==> config.mk <==
export PLATFORM = sky130hd
export DESIGN_NAME = pd_source_cap_select
export DESIGN_NICKNAME = d
export VERILOG_FILES = /design/src/sv/pdcs_pkg.sv /design/src/sv/pdcs_front.sv /design/src/sv/pdcs_queue.sv /design/src/sv/pdcs_back.sv /design/src/sv/pd_source_cap_select.sv
export SDC_FILE = /design/constraint.sdc
export NUM_CORES = 2
export LEC_CHECK = 0
export ABC_AREA = 1
export BUFFER_PORTS_ARGS = -buffer_cell sky130_fd_sc_hd__buf_4
export CAP_MARGIN = 0
export CORE_ASPECT_RATIO = 0.8
export CORE_MARGIN = 2
export CORE_UTILIZATION = 55
export CTS_CLUSTER_SIZE = 40
export DETAILED_ROUTE_END_ITERATION = 12
export HOLD_SLACK_MARGIN = 0.06
export PLACE_DENSITY = 0.72
export RECOVER_POWER = 50
export SLEW_MARGIN = 20
export SYNTH_ARGS = -nofsm -noshare
export SYNTH_HDL_FRONTEND = slang
export SYNTH_SLANG_ARGS = --single-unit
==> constraint.sdc <==
create_clock -name clk_i -period 19.89 [get_ports clk_i]
set_input_delay 0.9945 -clock clk_i [delete_from_list [all_inputs] [get_ports clk_i]]
set_output_delay 0.9945 -clock clk_i [all_outputs]
set_load 0.01 [all_outputs]
==> src/sv/pdcs_pkg.sv <==
`timescale 1ns / 1ps
// ----------------------------------------------------------------------------
// pdcs_pkg: shared types and constants of the source capability selector
// Holds the PDO decode types, the queue entry layout, register codes and the
// fixed scaling constants used by the front and back parts.
// ----------------------------------------------------------------------------
package pdcs_pkg;

  // list and queue geometry
  localparam int unsigned MAX_PDOS    = 7;
  localparam int unsigned QUEUE_DEPTH = 2;   // power of two, pointers wrap

  // field widths
  localparam int unsigned VOLT_W  = 16;
  localparam int unsigned CURR_W  = 14;
  localparam int unsigned POS_W   = 3;
  localparam int unsigned VAL_W   = 10;
  localparam int unsigned PCT_W   = 7;
  localparam int unsigned PROD_W  = VOLT_W + CURR_W;
  localparam int unsigned IN_DATA_W  = 40;   // pdo_word, battery_percent, pad
  localparam int unsigned OUT_DATA_W = 56;   // found, request_object, voltage_mv, pad

  // unit scaling
  localparam logic [VOLT_W-1:0] VOLT_UNIT_MV = 16'd50;
  localparam logic [CURR_W-1:0] CURR_UNIT_MA = 14'd10;
  localparam logic [PCT_W-1:0]  FULL_PERCENT = 7'd100;
  localparam logic [VOLT_W-1:0] DEFAULT_VOLTAGE_MV = 16'd5000;
  localparam logic [31:0]       DEFAULT_RDO = 32'h1100_C832;  // pos 1, 50/50 x 10 mA

  // battery power limit: pdo units * 250 mW * 1000 per mW-product unit
  localparam logic [PROD_W:0] PWR_LIMIT_STEP = 31'd250000;
  localparam logic [PROD_W:0] MILLI          = 31'd1000;
  // floor(x / 15625) for x below 2^26, applied to product >> 4
  localparam logic [26:0]     PWR_RECIP = 27'd70368745;
  localparam int unsigned     PWR_SHIFT = 40;
  // floor(x / 10) for x below 2^14
  localparam logic [14:0]     CUR_RECIP = 15'd26215;
  localparam int unsigned     CUR_SHIFT = 18;

  // configuration register reset values
  localparam logic [VOLT_W-1:0] RST_CHARGE_V = 16'd9000;
  localparam logic [CURR_W-1:0] RST_CHARGE_I = 14'd2000;
  localparam logic [VOLT_W-1:0] RST_FULL_V   = 16'd5000;
  localparam logic [CURR_W-1:0] RST_FULL_I   = 14'd900;

  typedef enum logic [1:0] {
    REG_CHARGE_V = 2'd0,
    REG_CHARGE_I = 2'd1,
    REG_FULL_V   = 2'd2,
    REG_FULL_I   = 2'd3
  } cfg_reg_e;

  typedef enum logic [1:0] {
    PDO_FIXED    = 2'd0,
    PDO_BATTERY  = 2'd1,
    PDO_VARIABLE = 2'd2,
    PDO_OTHER    = 2'd3
  } pdo_kind_e;

  typedef struct packed {
    logic [VOLT_W-1:0] charge_v;
    logic [CURR_W-1:0] charge_i;
    logic [VOLT_W-1:0] full_v;
    logic [CURR_W-1:0] full_i;
  } cfg_t;

  // one classified PDO as it waits for the back part
  typedef struct packed {
    logic              empty;
    logic              last;
    logic              cmp_en;
    logic [POS_W-1:0]  pos;
    pdo_kind_e         kind;
    logic [VOLT_W-1:0] lo_v;
    logic [VOLT_W-1:0] hi_v;
    logic [VAL_W-1:0]  low10;
    logic [VOLT_W-1:0] req_v;
    logic [CURR_W-1:0] req_i;
    logic [PROD_W-1:0] pwr_prod;
  } pdcs_item_t;

  // request data object with no-suspend set
  function automatic logic [31:0] make_rdo(logic [POS_W-1:0] pos, logic [VAL_W-1:0] val);
    return {1'b0, pos, 3'b000, 1'b1, 4'b0000, val, val};
  endfunction

endpackage

==> src/sv/pdcs_front.sv <==
`timescale 1ns / 1ps
// ----------------------------------------------------------------------------
// pdcs_front: input side of the source capability selector
// Accepts PDO transfers, tracks list position and the charge/full choice,
// decodes the PDO and forms the request product for the back part.
// ----------------------------------------------------------------------------
module pdcs_front (
  input  logic                           clk_i,
  input  logic                           rst_ni,
  input  pdcs_pkg::cfg_t                 cfg_i,
  input  logic                           in_valid_i,
  output logic                           in_ready_o,
  input  logic [31:0]                    pdo_word_i,
  input  logic                           is_last_i,
  input  logic                           list_empty_i,
  input  logic [pdcs_pkg::PCT_W-1:0]     battery_percent_i,
  input  logic                           queue_full_i,
  output logic                           push_o,
  output pdcs_pkg::pdcs_item_t           item_o
);
  import pdcs_pkg::*;

  logic [POS_W-1:0] index_d, index_q;
  logic             use_full_d, use_full_q;
  logic             use_full_now;
  logic [VOLT_W-1:0] req_v;
  logic [CURR_W-1:0] req_i;

  assign in_ready_o = !queue_full_i;
  assign push_o     = in_valid_i && !queue_full_i;

  // charge/full choice is sampled on the first item of a list
  always_comb begin
    use_full_now = (index_q == '0) ? (battery_percent_i >= FULL_PERCENT) : use_full_q;
    req_v = use_full_now ? cfg_i.full_v : cfg_i.charge_v;
    req_i = use_full_now ? cfg_i.full_i : cfg_i.charge_i;
  end

  // decode and scale the pdo
  always_comb begin
    item_o.empty    = list_empty_i;
    item_o.last     = is_last_i;
    item_o.cmp_en   = (32'(index_q) < MAX_PDOS);
    item_o.pos      = index_q + POS_W'(1);
    item_o.kind     = pdo_kind_e'(pdo_word_i[31:30]);
    item_o.lo_v     = VOLT_W'(pdo_word_i[19:10]) * VOLT_UNIT_MV;
    item_o.hi_v     = VOLT_W'(pdo_word_i[29:20]) * VOLT_UNIT_MV;
    item_o.low10    = pdo_word_i[9:0];
    item_o.req_v    = req_v;
    item_o.req_i    = req_i;
    item_o.pwr_prod = PROD_W'(req_v) * PROD_W'(req_i);
  end

  // list position, saturating at the list limit
  always_comb begin
    index_d    = index_q;
    use_full_d = use_full_q;
    if (push_o) begin
      if (list_empty_i || is_last_i) begin
        index_d    = '0;
        use_full_d = 1'b0;
      end else begin
        use_full_d = use_full_now;
        if (32'(index_q) < MAX_PDOS) begin
          index_d = index_q + POS_W'(1);
        end
      end
    end
  end

  always_ff @(posedge clk_i or negedge rst_ni) begin
    if (!rst_ni) begin
      index_q    <= '0;
      use_full_q <= 1'b0;
    end else begin
      index_q    <= index_d;
      use_full_q <= use_full_d;
    end
  end

endmodule

==> src/sv/pdcs_queue.sv <==
`timescale 1ns / 1ps
// ----------------------------------------------------------------------------
// pdcs_queue: short queue between front and back
// Register-based FIFO of classified PDO items so each side stalls on its own.
// ----------------------------------------------------------------------------
module pdcs_queue (
  input  logic                  clk_i,
  input  logic                  rst_ni,
  input  logic                  push_i,
  input  pdcs_pkg::pdcs_item_t  item_i,
  output logic                  full_o,
  input  logic                  pop_i,
  output logic                  valid_o,
  output pdcs_pkg::pdcs_item_t  head_o
);
  import pdcs_pkg::*;

  localparam int unsigned PTR_W = (QUEUE_DEPTH > 1) ? $clog2(QUEUE_DEPTH) : 1;
  localparam int unsigned CNT_W = $clog2(QUEUE_DEPTH + 1);

  pdcs_item_t         mem_q [QUEUE_DEPTH];
  logic [PTR_W-1:0]   wr_ptr_d, wr_ptr_q;
  logic [PTR_W-1:0]   rd_ptr_d, rd_ptr_q;
  logic [CNT_W-1:0]   count_d, count_q;

  assign full_o  = (32'(count_q) == QUEUE_DEPTH);
  assign valid_o = (count_q != '0);
  assign head_o  = mem_q[rd_ptr_q];

  // pointer and fill level update
  always_comb begin
    wr_ptr_d = push_i ? wr_ptr_q + PTR_W'(1) : wr_ptr_q;
    rd_ptr_d = pop_i  ? rd_ptr_q + PTR_W'(1) : rd_ptr_q;
    count_d  = count_q + CNT_W'(push_i) - CNT_W'(pop_i);
  end

  always_ff @(posedge clk_i or negedge rst_ni) begin
    if (!rst_ni) begin
      wr_ptr_q <= '0;
      rd_ptr_q <= '0;
      count_q  <= '0;
    end else begin
      wr_ptr_q <= wr_ptr_d;
      rd_ptr_q <= rd_ptr_d;
      count_q  <= count_d;
    end
  end

  // entry storage
  always_ff @(posedge clk_i) begin
    if (push_i) begin
      mem_q[wr_ptr_q] <= item_i;
    end
  end

  // fill level bounded and tracks transfers
  a_count_bound: assert property (@(posedge clk_i) disable iff (!rst_ni)
    32'(count_q) <= QUEUE_DEPTH)
    else $error("queue count above depth");

  a_no_pop_empty: assert property (@(posedge clk_i) disable iff (!rst_ni)
    pop_i |-> count_q != '0)
    else $error("pop from empty queue");

  a_count_track: assert property (@(posedge clk_i) disable iff (!rst_ni)
    push_i && !pop_i |=> count_q == $past(count_q) + CNT_W'(1))
    else $error("queue count lost a push");

endmodule

==> src/sv/pdcs_back.sv <==
`timescale 1ns / 1ps
// ----------------------------------------------------------------------------
// pdcs_back: match and result side of the source capability selector
// Compares queued PDOs against the request, keeps the first match of the
// list and drives the result register on the last or empty-list item.
// ----------------------------------------------------------------------------
module pdcs_back (
  input  logic                          clk_i,
  input  logic                          rst_ni,
  input  logic                          head_valid_i,
  input  pdcs_pkg::pdcs_item_t          head_i,
  output logic                          pop_o,
  output logic                          out_valid_o,
  input  logic                          out_ready_i,
  output logic                          status_o,
  output logic                          found_o,
  output logic [31:0]                   request_object_o,
  output logic [pdcs_pkg::VOLT_W-1:0]   voltage_mv_o
);
  import pdcs_pkg::*;

  logic              match_d, match_q;
  logic [31:0]       req_d, req_q;
  logic [VOLT_W-1:0] volt_d, volt_q;
  logic              out_valid_q;
  logic              status_q, found_q;
  logic [31:0]       rdo_q;
  logic [VOLT_W-1:0] out_volt_q;

  logic              has_result, out_free;
  logic              cur_ok, in_range, pwr_ok, cond, hit;
  logic [PROD_W:0]   pwr_lim;
  logic [52:0]       pwr_mul;
  logic [28:0]       cur_mul;
  logic [VAL_W-1:0]  pwr_val, cur_val, sel_val;

  assign has_result = head_i.empty || head_i.last;
  assign out_free   = !out_valid_q || out_ready_i;
  assign pop_o      = head_valid_i && (!has_result || out_free);

  // pdo compare against the request
  always_comb begin
    cur_ok   = (CURR_W'(head_i.low10) * CURR_UNIT_MA) >= head_i.req_i;
    in_range = (head_i.lo_v <= head_i.req_v) && (head_i.hi_v >= head_i.req_v);
    pwr_lim  = (PROD_W+1)'(head_i.low10) * PWR_LIMIT_STEP + MILLI;
    pwr_ok   = {1'b0, head_i.pwr_prod} < pwr_lim;
    pwr_mul  = 53'(head_i.pwr_prod[PROD_W-1:4]) * 53'(PWR_RECIP);
    pwr_val  = pwr_mul[PWR_SHIFT +: VAL_W];
    cur_mul  = 29'(head_i.req_i) * 29'(CUR_RECIP);
    cur_val  = cur_mul[CUR_SHIFT +: VAL_W];
    unique case (head_i.kind)
      PDO_FIXED: begin
        cond    = (head_i.lo_v == head_i.req_v) && cur_ok;
        sel_val = cur_val;
      end
      PDO_VARIABLE: begin
        cond    = in_range && cur_ok;
        sel_val = cur_val;
      end
      PDO_BATTERY: begin
        cond    = in_range && pwr_ok;
        sel_val = pwr_val;
      end
      default: begin
        cond    = 1'b0;
        sel_val = cur_val;
      end
    endcase
    hit = head_i.cmp_en && !match_q && cond;
  end

  // first match of the list is kept
  always_comb begin
    match_d = match_q;
    req_d   = req_q;
    volt_d  = volt_q;
    if (hit) begin
      match_d = 1'b1;
      req_d   = make_rdo(head_i.pos, sel_val);
      volt_d  = head_i.lo_v;
    end
  end

  always_ff @(posedge clk_i or negedge rst_ni) begin
    if (!rst_ni) begin
      match_q <= 1'b0;
      req_q   <= DEFAULT_RDO;
      volt_q  <= DEFAULT_VOLTAGE_MV;
    end else if (pop_o) begin
      if (has_result) begin
        match_q <= 1'b0;
        req_q   <= DEFAULT_RDO;
        volt_q  <= DEFAULT_VOLTAGE_MV;
      end else begin
        match_q <= match_d;
        req_q   <= req_d;
        volt_q  <= volt_d;
      end
    end
  end

  // result valid
  always_ff @(posedge clk_i or negedge rst_ni) begin
    if (!rst_ni) begin
      out_valid_q <= 1'b0;
    end else if (pop_o && has_result) begin
      out_valid_q <= 1'b1;
    end else if (out_ready_i) begin
      out_valid_q <= 1'b0;
    end
  end

  // result payload
  always_ff @(posedge clk_i) begin
    if (pop_o && has_result) begin
      if (head_i.empty) begin
        status_q   <= 1'b1;
        found_q    <= 1'b0;
        rdo_q      <= '0;
        out_volt_q <= '0;
      end else begin
        status_q   <= 1'b0;
        found_q    <= match_d;
        rdo_q      <= req_d;
        out_volt_q <= volt_d;
      end
    end
  end

  assign out_valid_o      = out_valid_q;
  assign status_o         = status_q;
  assign found_o          = found_q;
  assign request_object_o = rdo_q;
  assign voltage_mv_o     = out_volt_q;

  // list state returns to defaults after any result
  a_clear_after_result: assert property (@(posedge clk_i) disable iff (!rst_ni)
    pop_o && has_result |=> !match_q && req_q == DEFAULT_RDO)
    else $error("list state not cleared after result");

  a_match_holds: assert property (@(posedge clk_i) disable iff (!rst_ni)
    match_q && !(pop_o && has_result) |=> $stable(req_q) && $stable(volt_q))
    else $error("kept match overwritten");

  a_error_result: assert property (@(posedge clk_i) disable iff (!rst_ni)
    out_valid_q && status_q |-> !found_q && rdo_q == '0)
    else $error("error result carries match data");

endmodule

==> src/sv/pd_source_cap_select.sv <==
`timescale 1ns / 1ps
// ----------------------------------------------------------------------------
// pd_source_cap_select: sink-side USB PD source capability selection
// Picks the first source PDO of a list that meets the requested voltage and
// current (or power) and returns the request data object on the last PDO.
//
//  channel   dir  handshake           contents
//  s_axis    in   tvalid/tready       one source PDO, last mark, empty flag
//  m_axis    out  tvalid/tready       status, found, request object, voltage
//  cfg       in   cfg_we_i            request register write, no read-back
//
// One PDO transfer is accepted every cycle while the queue has room; result
// tvalid rises after the last PDO passes a queue entry, then the result register.
// A two-entry queue sits between the decode/multiply front and the compare
// back, so plain PDOs keep flowing while a result waits on m_axis.
// s_axis tready falls while both queue entries are held and returns in the cycle
// after the back takes an entry.
// Reset clears the list state and loads the register defaults; no clearing pass.
// ----------------------------------------------------------------------------
module pd_source_cap_select (
  input  logic                              clk_i,
  input  logic                              rst_ni,
  // register write port
  input  logic                              cfg_we_i,
  input  logic [1:0]                        cfg_addr_i,
  input  logic [15:0]                       cfg_wdata_i,
  // pdo input stream
  input  logic                              s_axis_tvalid_i,
  output logic                              s_axis_tready_o,
  input  logic [pdcs_pkg::IN_DATA_W-1:0]    s_axis_tdata_i,  // pdo_word, battery_percent
  input  logic                              s_axis_tlast_i,
  input  logic                              s_axis_tuser_i,  // list_empty
  // result stream
  output logic                              m_axis_tvalid_o,
  input  logic                              m_axis_tready_i,
  output logic [pdcs_pkg::OUT_DATA_W-1:0]   m_axis_tdata_o,  // found, request_object, voltage_mv
  output logic                              m_axis_tuser_o   // status
);
  import pdcs_pkg::*;

  cfg_t              cfg_q;
  logic              push, pop, queue_full, head_valid;
  pdcs_item_t        item, head;
  logic              found;
  logic [31:0]       request_object;
  logic [VOLT_W-1:0] voltage_mv;

  // request registers
  always_ff @(posedge clk_i or negedge rst_ni) begin
    if (!rst_ni) begin
      cfg_q.charge_v <= RST_CHARGE_V;
      cfg_q.charge_i <= RST_CHARGE_I;
      cfg_q.full_v   <= RST_FULL_V;
      cfg_q.full_i   <= RST_FULL_I;
    end else if (cfg_we_i) begin
      unique case (cfg_reg_e'(cfg_addr_i))
        REG_CHARGE_V: cfg_q.charge_v <= cfg_wdata_i;
        REG_CHARGE_I: cfg_q.charge_i <= cfg_wdata_i[CURR_W-1:0];
        REG_FULL_V:   cfg_q.full_v   <= cfg_wdata_i;
        REG_FULL_I:   cfg_q.full_i   <= cfg_wdata_i[CURR_W-1:0];
        default:      cfg_q.full_i   <= cfg_q.full_i;
      endcase
    end
  end

  pdcs_front u_front (
    .clk_i             (clk_i),
    .rst_ni            (rst_ni),
    .cfg_i             (cfg_q),
    .in_valid_i        (s_axis_tvalid_i),
    .in_ready_o        (s_axis_tready_o),
    .pdo_word_i        (s_axis_tdata_i[31:0]),
    .is_last_i         (s_axis_tlast_i),
    .list_empty_i      (s_axis_tuser_i),
    .battery_percent_i (s_axis_tdata_i[32 +: PCT_W]),
    .queue_full_i      (queue_full),
    .push_o            (push),
    .item_o            (item)
  );

  pdcs_queue u_queue (
    .clk_i   (clk_i),
    .rst_ni  (rst_ni),
    .push_i  (push),
    .item_i  (item),
    .full_o  (queue_full),
    .pop_i   (pop),
    .valid_o (head_valid),
    .head_o  (head)
  );

  pdcs_back u_back (
    .clk_i            (clk_i),
    .rst_ni           (rst_ni),
    .head_valid_i     (head_valid),
    .head_i           (head),
    .pop_o            (pop),
    .out_valid_o      (m_axis_tvalid_o),
    .out_ready_i      (m_axis_tready_i),
    .status_o         (m_axis_tuser_o),
    .found_o          (found),
    .request_object_o (request_object),
    .voltage_mv_o     (voltage_mv)
  );

  // result packing, low bits first
  assign m_axis_tdata_o = {7'd0, voltage_mv, request_object, found};

endmodule
==> flow_metrics.py <==
metrics = {
    "timing": {
        "final_max_slew_viol_count": 251,
        "clock_skew_ns": 0.0214,
        "timing.fmax_ghz": 0.0970,
        "tightest_slew_ns": 3.79,
        "fin_crit_sh_pct": 51.8,
        "period_needed_ns": 10.31,
        "setup_tns_ns": 0,
        "rsz0062_at_grt": "false",
        "hold_viol": 0,
        "setup_viol": 0,
        "max_slew_margin_pct": -153,
    },
    "place": {
        "gp_congestion": 0.979,
        "hpwl_um": 88800,
        "portBuffers": 113,
    },
    "logic_synthesis": {
        "seq_area_frac_synth_pct": 24.4,
        "syn_inst": 4928,
        "synth_area_leaders": "fa_1 (23%), ha_1 (19%), edfxtp_1 (18%)",
        "yosys.area.top_type": "fa_1",
        "synth_edf_count": 260,
        "syn_area_per_cell_um2": 8.98,
        "synth_seq_cells": 378,
        "synthFlopType": "edfxtp_1",
        "synth.most_common_cell": "nand2_1",
        "netlist_area_um2": 44200,
        "async_flop_share_pct": 31.2,
        "synth_common_cells": "nand2_1 (1015), inv_1 (990), ha_1 (667)",
        "yosys.area.top_type_share_pct": 22.7,
        "synth_warnings": 0,
        "yosysUniqueCellTypes": 60,
    },
    "clock_tree": {
        "post_cts_resized": 0,
        "clk_path_buf_depth": 3,
        "holdBufCountCts": 0,
        "h-tree-depth": 2,
        "cts_tree": "yes",
        "cts_buffers": 38,
        "cts_root_buffer": "clkbuf_16",
        "clkLatencyLatePin_ns": 0.55,
        "cts_setup_buffers": 0,
        "clk_pin_slew_ns": 0.06,
        "clock-sinks": 378,
    },
    "run_status": {
        "outcome": "complete, but fails checks",
        "violations": "max-capacitance violations, max-slew violations",
    },
    "floorplanning": {
        "core-area_um2": 79200,
        "start_util_pct": 55.9,
        "rows": 92,
        "pin_count": 124,
        "dieArea_um2": 82700,
        "dieHeight_um": 258,
        "die_x_um": 321,
    },
    "worst_setup_path": {
        "crit_path_start_kind": "register",
        "crit_type": "reg2reg",
        "worstPathRequired_ns": 20.25,
        "critPathMaxFanout": 52,
        "end_kind": "register",
        "path_delay_family": "simple AND/OR/NAND/NOR gates",
        "worstPathArrival_ns": 10.67,
        "reg2reg_slack_ns": 9.58,
        "cp_num_buf_inv": 5,
        "slowest_delay_ns": 1.18,
        "critPathMostFrequentCell": "nand2_1",
        "crit_path_top_delay_cell": "clkinvlp_2",
    },
    "flow_run": {
        "maxCapViolCount": 7,
    },
    "global_routing": {
        "grt_pass1_vias": 32600,
        "grt_pass1_wl_um": 174000,
        "grtUsageTotal_pct": 26.6,
        "grt-ovfl-total": 0,
        "antenna_found_initial": 0,
        "grt_max_degree": 70,
    },
    "detailed_routing": {
        "dr.pass1.iters": 6,
        "route.antenna.remaining_nets": 0,
        "avgViaCountPerCell": 5.39,
        "drt_iter0_drc": 2716,
        "drc": 0,
        "wl_um": 108000,
        "wl_per_cell_um": 17.8,
        "via_count": 32900,
    },
    "min_path": {
        "worstHoldPathType": "reg2reg",
    },
    "cells_and_area": {
        "fin_nets": 6267,
        "drive_gt1_share_pct": 5.87,
        "fill_cells": 6909,
        "syn_to_final_growth_pct": 6.55,
    },
}
==> tightest hold or removal path: stages (launching register included) <==
cell and delay [ns]:
dfrtp_1 0.34, nand2_1 0.05, o21ai_0 0.06
==> path summary, 6_finish.rpt <==
kind | startpoint | end | cells after the start
worst max register to register | u_queue.rd_ptr_q | u_back.request_object_o[17] | 36
max in group asynchronous | rst_ni | cfg_q[43] | 2
worst min register to register | cfg_q[25] | cfg_q[25] | 2
min in group asynchronous | rst_ni | u_back.req_q[20] | 1
worst max-delay path | u_queue.rd_ptr_q | u_back.request_object_o[17] | 36
worst min-delay path | cfg_q[25] | cfg_q[25] | 2
==> final cells by class <==
cell class	instances	area, µm²	share of cell area (%)
sequential	378	10800	22.9
timing repair buffer	142	758	1.61
clock buffer	51	1080	2.30
antenna	2	5.00	0.0106
clock inverter	17	153	0.324
inverter	1010	3790	8.05
tap	1034	1290	2.75
multi-input combinational	3464	29200	62.0
==> routing by layer <==
layer  share of wire [%]  global-route usage, %  vias to the layer above
li1                    -                      -                    15800
met1                  47                   39.5                    16000
met2                  44                   41.3                     1032
met3                 8.0                   5.22                      126
met4                 1.5                   4.10                        0
met5                   0                      0                        -
==> registers in the layout (all words and copies together), names as in the netlist, 2 cells and up <==
| register | flops |
|---|---|
| u_queue.mem_q | 210 |
| cfg_q | 60 |
| u_back.req_q | 32 |
| u_back.request_object_o | 32 |
| u_back.volt_q | 16 |
| u_back.voltage_mv_o | 16 |
| u_front.index_q | 3 |
| u_queue.count_q | 2 |
==> per-stage QoR <==
stage	hold WS, ns	cell area [µm²]	std cells	worst slack [ns]	util, %
6_report	0.479	47100	6098	9.58	59.5
5_1_grt	0.497	47100	6096	8.82	59.5
4_1_cts	0.479	47500	6096	10.66	59.9
3_5_place_dp	0.465	46200	6028	10.66	58.4
3_3_place_gp	0.460	46200	6028	10.74	58.4
2_1_floorplan	0.445	44300	4934	12.46	-
==> cell families (layout without fill, tap and decap cells) <==
group / Yosys count / in the layout / synth area share, %
AO/OA/AOI/OAI: 474 / 474 / 5.89
XOR/XNOR: 92 / 92 / 1.93
adder cells (fa/ha/maj): 1168 / 1168 / 41.5
buffers and inverters: 1092 / 1220 / 9.54
flip-flops: 378 / 378 / 24.4
multiplexers: 18 / 18 / 0.407
other: 1 / 9 / 0.00848
AND/OR/NAND/NOR: 1705 / 1705 / 16.3
==> cells in the final DEF, fill, tap and decap left out, drive strengths merged, types with 22 or more instances in the layout <==
cell / Yosys / layout
dfrtp: 85 / 85
buf: 37 / 59
o21ai: 220 / 220
edfxtp: 260 / 260
clkbuf: 45 / 134
nor2: 326 / 326
nor3: 35 / 35
xnor2: 26 / 26
inv: 1003 / 1006
o21bai: 22 / 22
a21oi: 193 / 193
or2: 80 / 80
fa: 501 / 501
nand2: 1032 / 1032
nand4: 36 / 36
dfstp: 33 / 33
xor2: 66 / 66
ha: 667 / 667
nand3: 159 / 159
Power is left out: the tool's default activity adds up to more than one toggle a clock period on the data nets, which glitch-free logic cannot reach.
